**src/sv/ukhm_pkg.sv**
```systemverilog
// ----------------------------------------------------------------------------
// ukhm_pkg: shared types and constants
// Widths, status codes, controller/datapath command and status structs.
// ----------------------------------------------------------------------------
package ukhm_pkg;

	localparam int Buckets     = 256;
	localparam int PoolEntries = 1024;
	localparam int BktW        = $clog2(Buckets);
	localparam int IdxW        = $clog2(PoolEntries);
	localparam int CntW        = IdxW + 1;

	localparam logic [2:0] ST_INSERTED  = 3'd0;
	localparam logic [2:0] ST_DUPLICATE = 3'd1;
	localparam logic [2:0] ST_FULL      = 3'd2;
	localparam logic [2:0] ST_FOUND     = 3'd3;
	localparam logic [2:0] ST_MISSING   = 3'd4;

	localparam logic FUNC_INSERT = 1'b0;
	localparam logic FUNC_LOOKUP = 1'b1;

	typedef struct packed {
		logic load;       // capture input beat, start hash
		logic hash_step;  // one hash round
		logic head_rd;    // read bucket head
		logic ent_rd;     // issue entry read at current pointer
		logic follow;     // advance pointer along link
		logic commit;     // write new entry and head
	} ukhm_cmd_t;

	typedef struct packed {
		logic       hash_done;
		logic       ptr_valid;
		logic       key_match;
		logic       pool_full;
		logic       walk_limit;
		logic       func;
	} ukhm_sts_t;

endpackage

```
**src/sv/ukhm_ctrl.sv**
```systemverilog
// ----------------------------------------------------------------------------
// ukhm_ctrl: sequencing controller
// Steps hash, head read, chain walk and commit; holds the response register.
// ----------------------------------------------------------------------------
module ukhm_ctrl
	import ukhm_pkg::*;
(
	input  logic        clk,
	input  logic        arst_n,
	input  logic        in_valid,
	output logic        in_ready,
	output logic        out_valid,
	input  logic        out_ready,
	output logic [2:0]  out_status,
	output logic [31:0] out_value,
	input  logic [31:0] found_value,
	input  ukhm_sts_t   sts,
	output ukhm_cmd_t   cmd
);

	typedef enum logic [2:0] {
		S_IDLE, S_HASH, S_HEAD, S_HEAD2, S_RD, S_CHK, S_DONE
	} state_t;

	state_t     state_q;
	logic       out_valid_q;
	logic [2:0] status_q;
	logic [31:0] value_q;
	logic       in_acc;

	assign in_ready  = (state_q == S_IDLE) && !out_valid_q;
	assign in_acc    = in_valid && in_ready;
	assign out_valid = out_valid_q;
	assign out_status = status_q;
	assign out_value = value_q;

	always_comb begin
		cmd = '0;
		cmd.load = in_acc;
		unique case (state_q)
			S_HASH:  cmd.hash_step = 1'b1;
			S_HEAD2: cmd.head_rd = 1'b1;
			S_RD:    cmd.ent_rd = 1'b1;
			S_CHK: begin
				if (!sts.key_match) begin
					cmd.follow = 1'b1;
				end
			end
			S_DONE: begin
				cmd.commit = (sts.func == FUNC_INSERT) && !sts.pool_full;
			end
			default: ;
		endcase
	end

	always_ff @(posedge clk or negedge arst_n) begin
		if (!arst_n) begin
			state_q     <= S_IDLE;
			out_valid_q <= 1'b0;
			status_q    <= ST_INSERTED;
			value_q     <= '0;
		end else begin
			if (out_valid_q && out_ready) begin
				out_valid_q <= 1'b0;
			end
			unique case (state_q)
				S_IDLE: begin
					if (in_acc) begin
						state_q <= S_HASH;
					end
				end
				S_HASH: begin
					if (sts.hash_done) begin
						state_q <= S_HEAD;
					end
				end
				S_HEAD:  state_q <= S_HEAD2;
				S_HEAD2: state_q <= S_RD;
				S_RD: begin
					if (!sts.ptr_valid || sts.walk_limit) begin
						state_q <= S_DONE;
					end else begin
						state_q <= S_CHK;
					end
				end
				S_CHK: begin
					if (sts.key_match) begin
						out_valid_q <= 1'b1;
						status_q <= (sts.func == FUNC_INSERT) ? ST_DUPLICATE : ST_FOUND;
						value_q  <= (sts.func == FUNC_INSERT) ? 32'd0 : found_value;
						state_q  <= S_IDLE;
					end else begin
						state_q <= S_RD;
					end
				end
				S_DONE: begin
					out_valid_q <= 1'b1;
					value_q <= '0;
					if (sts.func == FUNC_LOOKUP) begin
						status_q <= ST_MISSING;
					end else if (sts.pool_full) begin
						status_q <= ST_FULL;
					end else begin
						status_q <= ST_INSERTED;
					end
					state_q <= S_IDLE;
				end
				default: state_q <= S_IDLE;
			endcase
		end
	end

endmodule

```
**config.mk**
```make
export PLATFORM = sky130hd
export DESIGN_NAME = ukhm_ctrl
export DESIGN_NICKNAME = d
export VERILOG_FILES = /design/src/sv/ukhm_pkg.sv /design/src/sv/ukhm_ctrl.sv
export SDC_FILE = /design/constraint.sdc
export NUM_CORES = 1
export LEC_CHECK = 0
export BUFFER_PORTS_ARGS = -buffer_cell sky130_fd_sc_hd__buf_4
export CORE_ASPECT_RATIO = 0.5
export CORE_MARGIN = 3
export CORE_UTILIZATION = 44
export DETAILED_ROUTE_END_ITERATION = 8
export GPL_TIMING_DRIVEN = 0
export MAX_ROUTING_LAYER = met4
export PLACE_DENSITY = 0.79
export SYNTH_ARGS = -nofsm -noshare
export SYNTH_HDL_FRONTEND = slang
export SYNTH_SLANG_ARGS = --single-unit
```
**constraint.sdc**
```tcl
create_clock -name clk -period 1.5 [get_ports clk]
set_input_delay 0.15 -clock clk [delete_from_list [all_inputs] [get_ports clk]]
set_output_delay 0.15 -clock clk [all_outputs]
set_load 0.05 [all_outputs]
```
Word level (Yosys, flattened, before mapping)
Cells that the tools add are included.
{"block": "word_totals", "ff_bits": 39, "inputBits": 42, "out_inout_bits": 43, "elab_cells": 48}
{"block": "classes", "eq_ne": 9, "muxes": 22, "bitwise_logic": 1, "n_reduce_logical": 12}
{"operator": "$mux 32", "count": 2}
{"operator": "$pmux 32 s2", "count": 1}
{"operator": "$pmux 3 s6", "count": 1}
{"operator": "$mux 3", "count": 5}
{"operator": "$eq 3x3->1 const B", "count": 3}
{"operator": "$mux 1", "count": 8}
{"operator": "$eq 3x2->1 const B", "count": 2}
{"operator": "$mux 2", "count": 3}
{"operator": "$ne 2x2->1 const B", "count": 3}
{"operator": "$pmux 3 s2", "count": 1}
{"operator": "$logic_and 1x1->1", "count": 4}
{"operator": "$reduce_and 2->1", "count": 2}
{"operator": "$eq 3x1->1 const B", "count": 1}
{"operator": "$logic_not 1->1", "count": 3}
{"operator": "$logic_not 3->1", "count": 1}
{"operator": "$pmux 1 s2", "count": 1}
{"operator": "$reduce_bool 2->1", "count": 1}
{"operator": "$logic_or 1x1->1", "count": 1}
{"operator": "$not 1->1", "count": 1}

Longest topological paths before layout
Gate-level depths: netlist of run 1.
{"block": "logic_depth", "word_depth": 5, "mapped_depth": 5, "mapped_depth_nobuf": 3}

Least setup slack after synthesis of run 1
OpenSTA, ideal clock, no wires.
{"block": "synth_path", "path_type": "reg-to-output", "startpoint": "reg state_q[2]", "endpoint": "out cmd[5] (netlist name)", "t_arrival_ps": 2603, "required_time_ps": 1350, "slack_ps": -1253, "path_stages_with_launch": 5, "path_buffers": 2, "cell_sequence": "dfrtp_1 > buf_2 > nor4_1 > and2_1 > buf_4"}
{"block": "synth_between", "elab_chain_cells": 3}
{"item": "from (decl)", "line_no": "ukhm_ctrl.sv:25", "source": "state_t state_q;"}
{"item": "from (signal assigned)", "line_no": "ukhm_ctrl.sv:58", "source": "state_q <= S_IDLE;"}
{"item": "from (signal assigned)", "line_no": "ukhm_ctrl.sv:69", "source": "state_q <= S_HASH;"}
{"item": "from (signal assigned)", "line_no": "ukhm_ctrl.sv:74", "source": "state_q <= S_HEAD;"}
{"item": "$logic_not 3->1", "line_no": "ukhm_ctrl.sv:31", "source": "assign in_ready = (state_q == S_IDLE) && !out_valid_q;"}
{"item": "$logic_and 1x1->1", "line_no": "ukhm_ctrl.sv:31"}
{"item": "named net in_ready", "line_no": "ukhm_ctrl.sv:11", "source": "output logic in_ready,"}
{"item": "$logic_and 1x1->1", "line_no": "ukhm_ctrl.sv:32", "source": "assign in_acc = in_valid && in_ready;"}
{"item": "to (decl)", "line_no": "ukhm_ctrl.sv:18", "source": "output ukhm_cmd_t cmd"}
The timed path passes the listed nets, and every way through them passes these cells.

==> metrics.txt, run 1 <==
CTS buffer count 5; part of the Yosys area used for sequential elements 0.608; Clock Tree Root clkbuf_8; Mapped Nets ~160; Slew HR 0.671; Port Buf Inserts 84; starting density of the core 0.495; CP required around 1400 ps; synth top area cells dfrtp_1 (61%), a22o_1 (17%), buf_6 (5.6%), nand2b_1 (1.2%), o21ai_4 (1.0%); final hold vios 0; Syn Inst Count roughly 120; # setup viols final 26; Die X roughly 90 µm; clock slew at reported path FFs around 80 ps; worst reg2reg path depth 7; number of remaining DRC errors 0; H-tree depth 2; first-pass GRT wire length around 7100 µm; Max-cap violations 0; CTS tree done; Post-Route WL ~4500 µm; TritonCTS Sinks 39; Max rail drop VDD approximately 1.8 mV; clk_lat worst skew 290 ps; Final HPWL DP ~2900 µm; die height slightly below 50 µm; Final Slew Violations 0; post-synth top area cell dfrtp_1; total grt overflow 0; DR pass1 iterations 4; Tot Pwr approximately 6 mW; critical path capture point type output port; Yosys cell types 30; share of post-route cells with drive strength above 1 0.581; outcome finished with violations; number of global-route vias before repair around 1400; startpoint types register; Finished Core Util 0.826; worst r2r src state_q[1]; Total GRT Usage 0.206; LEAKAGE 1.37 nW; Post-synth EDFFs 0; Cell Pwr Density about 2300 nW/µm²; die area around 4400 µm²; Final min period about 1600 ps; HP Class primary input to register; clk buf depth 2; Avg Cell Area, Syn around 14 µm²; hold path depth 2; Final ANT Viol Nets 0; antenna violations before repair 0; worst slew pin tran between 400 and 500 ps; Area Overhead vs Synth 66.9%; post-route clock period utilization 1.06; Yosys warnings 0; floorplan row count 14; reg-to-reg endpoint out_value[14]; Fmax ~0.63 GHz; crit path DAT 1440 ps; Yosys reg bits 39; critical path startpoint state_q[1]; Worst Setup EP cmd[1]; RSZ-0062 raised after global routing true; crit-path max FO 7; via/cell ratio a little over 5; gpl congestion roughly 0.77; core area between 3000 and 4000 µm²; Synth top area share 0.608; routed vias around 1400; ys async rst share 1.00; Wirelength per Cell between 15 and 20 µm; post-synthesis cell area 1600 µm²; final worst slack -92.7 ps; nets roughly 270; largest net degree at the start of global routing 40; r2r setup slk -30 ps; Top FF cell, synth dfrtp_1; Layout Skew about 3.6 ps; ant diodes 0; Iteration-0 DRC Markers 56; io pins 85; failing checks setup timing; Crit Path Class register to output port
[how the worst min path moves through the flow]
stage	startpoint	slack, ps	to
floorplan	arst_n	-150	out_status[0]
global placement	arst_n	140	out_value[24]
detailed placement	arst_n	150	out_valid
CTS	out_ready	40	out_valid
global route	out_ready	30	out_valid
finish	out_ready	40	out_valid
[cell usage after synthesis (2+ instances only)]
master	instances
nor4_1	2
buf_6	8
dfrtp_1	39
nor2_1	2
nor3b_1	2
o21ai_0	3
nand2b_1	3
a21oi_1	3
a22o_1	32
inv_1	3
[per-stage QoR]
stage	instances	worst slack (ps)	hold slack (ps)	area, µm²	setup TNS (ps)
3_3_place_gp	249	67.3	143	2350	0
4_1_cts	266	-75.7	38.2	2540	-235
5_1_grt	275	-155	28.6	2680	-2370
3_5_place_dp	249	48.7	148	2350	0
6_report	275	-92.7	37.8	2680	-591
2_1_floorplan	117	-260	-146	1660	-380
[state kept, by name (all words and copies together), names as in the netlist]
name / cells
out_value: 32
out_status: 3
state_q: 3
out_valid: 1
[critical path: stages, from the launching register on]
cell and delay (ps):
dfrtp_1 400, buf_6 140, nand2b_2 230, nor3b_2 200, buf_6 180
[placed cells by master (no fill, tap or decap), types with 2 or more instances in the layout]
master	netlist	routed
nor4_4	0	2
o21ai_0	3	3
clkinvlp_4	0	2
clkbuf_8	0	6
a21oi_1	3	3
buf_4	1	89
a22o_1	32	32
inv_1	3	2
dfrtp_1	39	39
nand2b_2	0	2
buf_6	8	16
buf_8	0	4
[layout make-up]
cell class	instances	area, µm²
clock buffer	6	72.6
sequential	39	976
clock inverter	2	12.5
fill	183	563
tap	48	60.1
timing repair buffer	103	847
multi-input combinational	64	572
inverter	3	15.0
buffer	10	123
[timing repair]
item,CTS,global route
cloned,0,2
endpoints found under the hold margin,39,0
setup endpoints to repair,6,38
hold buffers,1,0
buffers inserted,9,7
pin swaps,3,5
resized for setup,11,13
[cells by family (layout without fill, tap and decap cells)]
group	Yosys count	in the layout	share of synthesized area
AO/OA/AOI/OAI	45	45	0.235
buffers and inverters	14	124	0.0733
flip-flops	39	39	0.608
AND/OR/NAND/NOR	19	19	0.0835
[power breakdown]
part	total, mW	switching [mW]	internal (mW)	leakage, nW
registers	1.67	0.233	1.44	0.519
clock network	0.698	0.373	0.325	0.0412
logic	3.70	2.24	1.46	0.806
[routing by layer]
layer,vias up,part of all wire,wire length (µm),global-route usage
met3,6,0.049,222,0.0464
met2,48,0.52,2330,0.335
met5,-,0,0,-
met1,698,0.42,1890,0.258
met4,0,0.014,65,0.0650
li1,657,-,-,-
Power figures use the tool's default switching activity.
==> run 2, diff against run 1 <==
--- a/config.mk
+++ b/config.mk
@@ -5,10 +5,11 @@
 export SDC_FILE = /design/constraint.sdc
 export NUM_CORES = 1
 export LEC_CHECK = 0
+export ABC_AREA = 1
 export BUFFER_PORTS_ARGS = -buffer_cell sky130_fd_sc_hd__buf_4
 export CORE_ASPECT_RATIO = 0.5
 export CORE_MARGIN = 3
-export CORE_UTILIZATION = 44
+export CORE_UTILIZATION = 45
 export DETAILED_ROUTE_END_ITERATION = 8
 export GPL_TIMING_DRIVEN = 0
 export MAX_ROUTING_LAYER = met4
==> run 2 against run 1 <==
Sequential cell count did not move. Total power is 21% higher. The flow still finishes with violations (setup timing). Critical endpoint unchanged. Non-clock buffer count is 1 lower. Clock skew is essentially flat. Die area increased by 4.2%. Routed wire length rose by 20%. Sequential power increased by 15%. Critical path type unchanged. Largest cell class unchanged. Utilization fell by 2.4 points. Fmax up 4.3%. Critical path depth increased by 1. Highest routed layer unchanged.
==> metrics.txt, run 2 <==
worst reg2reg path depth 8 (+1); Final ANT Viol Nets 0 (unchanged); Layout Skew 3.57 ps (-0.0131 ps); internal power 3.54 mW (+9.9%); setup tns final -46.7 ps (+544 ps); CTS tree done; Cell Pwr Density 2570 nW/µm² (+14%); hold_sp found_value[14]; TritonCTS Sinks 39 (unchanged); Max rail drop VDD 1.43 mV (-19%); via/cell ratio 5.05 (-1.4%); antenna violations before repair 0 (unchanged); RSZ-0062 raised after global routing true; Yosys reg bits 39 (unchanged); clk_lat worst skew 290 ps (about the same); Finished Core Util 0.802 (-0.0238); core area 3550 µm² (+9.5%); most numerous cell in the Yosys netlist nand2_1; Mapped Nets 240 (+51%); final hold vios 0 (unchanged); CP required 1350 ps (about the same); Syn Inst Count 198 (+69%); ys async rst share 1.00 (unchanged); final worst slack -27.4 ps (+65.3 ps); routed vias 1808 (+28%); largest net degree at the start of global routing 40 (unchanged); Final min period 1530 ps (-65.3 ps); nets 348 (+30%); Comb power frac 0.613 (+0.003); Die X 93.3 µm (+2.1%); Max-cap violations 0 (unchanged); die height 49.7 µm (+2.0%); post-route clock period utilization 1.02 (-0.0435); post-synthesis cell area 1720 µm² (+7.0%); Yosys cell types 19 (-37%); starting density of the core 0.484 (-0.0110); Post-Route WL 5430 µm (+20%); dpl ws 80.0 ps (+31.3 ps); Net Sw Power 3.78 mW (+33%); slowest CP cell dfrtp_2; synth top area cells dfrtp_1 (57%), nand2_1 (16%), nand3_1 (11%), nor2_1 (2.0%), o21ai_0 (1.7%); crit path DAT 1380 ps (-60 ps); Tot Pwr 7.32 mW (+21%); first-pass GRT wire length 8180 µm (+16%); Wirelength per Cell 15.2 µm (-7.6%); Clock Tree Root clkbuf_8; gpl congestion 0.895 (+16%); Iteration-0 DRC Markers 95 (+70%); clock network fraction of total power 0.125 (+0.010); Total GRT Usage 0.234 (+0.0283); CTS buffer count 5 (unchanged); Avg Cell Area, Syn 8.67 µm² (-37%); most common cell after layout, fill and taps aside buf_4; Fmax 0.655 GHz (+4.3%); failing checks setup timing; hold path depth 3 (+1); clk buf depth 2 (unchanged); startpoint types register; Crit Path Class register to output port; Yosys warnings 0 (unchanged); HP Class primary input to register; LEAKAGE 1.59 nW (+17%); Area Overhead vs Synth 65.8%; post-synth top area cell dfrtp_1; Slew HR 0.671 (about the same); io pins 85 (unchanged); Critical Path, Cell by Cell buf_4 > inv_6 > nand3_1 > nor2_2 > buf_6; DR pass1 iterations 4 (unchanged); part of the Yosys area used for sequential elements 0.569 (-0.0399); number of global-route vias before repair 1774 (+28%); critical path startpoint state_q[1]; Port Buf Inserts 84 (unchanged); Reg power frac 0.262 (-0.013); most instantiated cells after synthesis nand2_1 (73), dfrtp_1 (39), nand3_1 (39), nor2_1 (9), inv_1 (7); max reg flops 32 (unchanged); clock slew at reported path FFs 80 ps (about the same); floorplan row count 15 (+1); worst r2r src state_q[1]; Post-synth EDFFs 0 (unchanged); Final Slew Violations 0 (unchanged); Final HPWL DP 3320 µm (+15%); Synth top area share 0.569 (-0.0399); switching share of total power 0.516 (+0.0476); die area 4640 µm² (+4.2%); Top FF cell, synth dfrtp_1; total grt overflow 0 (unchanged); largest stage delay on the critical path 450 ps (+50 ps); most frequent cells in the layout buf_4 (93), nand2_1 (70), nand3_1 (39); share of post-route cells with drive strength above 1 0.450 (-0.132); worst slew pin tran 493 ps (-0.293 ps); outcome finished with violations; H-tree depth 2 (unchanged); critical path capture point type output port; number of remaining DRC errors 0 (unchanged); ant diodes 0 (unchanged); # setup viols final 3 (-88%); Hold WS 43.8 ps (+6.03 ps); crit-path max FO 4 (-3)
-- run 2: worst paths after layout --
path	endpoint	slack (ps)
min in group asynchronous	out_value[13]	360
worst min register to register	out_status[0]	480
worst max register to register	out_value[10]	0
worst min-delay path	out_value[14]	40
worst max-delay path	cmd[1]	-30
max in group asynchronous	state_q[0]	770
-- run 2: layout make-up --
class | instances | area [µm²]
Inverter | 9 | 43.8
Tap cell | 51 | 63.8
Timing Repair Buffer | 101 | 821
Multi-Input combinational cell | 139 | 726
Buffer | 11 | 96.3
Clock inverter | 2 | 35.0
Fill cell | 213 | 701
Clock buffer | 6 | 82.6
Sequential cell | 39 | 978
-- run 2: worst max-delay path: cells and delay by family (launching register included) --
| family | cells | cell delay [ps] |
|---|---|---|
| DFF | 1 | 450 |
| and+or+nand+nor | 2 | 220 |
| buffers and inverters | 3 | 420 |
-- run 2: power by group through the flow --
stage	combinational (mW)	clock, mW	sequential, mW
2_1_floorplan	1.06	0	3.57
3_3_place_gp	3.91	0	1.90
3_5_place_dp	3.97	0	1.92
4_1_cts	4.28	0.925	1.91
5_1_grt	4.70	0.969	1.97
6_report	4.49	0.918	1.92
-- run 2: what timing repair did --
action	4_1_cts	5_1_grt
cloned	0	3
hold buffers	1	0
pin swaps	3	1
setup endpoints to repair	3	35
setup buffers	8	6
gates resized for setup	24	18
endpoints found under the hold margin	39	0
-- run 2: per-stage QoR --
step	cell area, µm²	cells
6_report	2850	358
3_3_place_gp	2440	333
5_1_grt	2850	358
2_1_floorplan	1740	198
3_5_place_dp	2440	333
4_1_cts	2700	349
-- run 2: cells by family after synthesis --
logic type             count (synthesis)  share of synthesized area
buffers and inverters                 21                     0.0641
AOI/OAI and AO/OA                     10                     0.0321
DFF                                   39                      0.569
and+or+nand+nor                      128                      0.335
-- run 2: per-layer routing --
metal / vias to the layer above / GRT usage / part of all wire
met5: - / - / 0
li1: 857 / - / -
met1: 869 / 0.264 / 0.39
met3: 13 / 0.0564 / 0.061
met4: 0 / 0.102 / 0.025
met2: 69 / 0.401 / 0.52
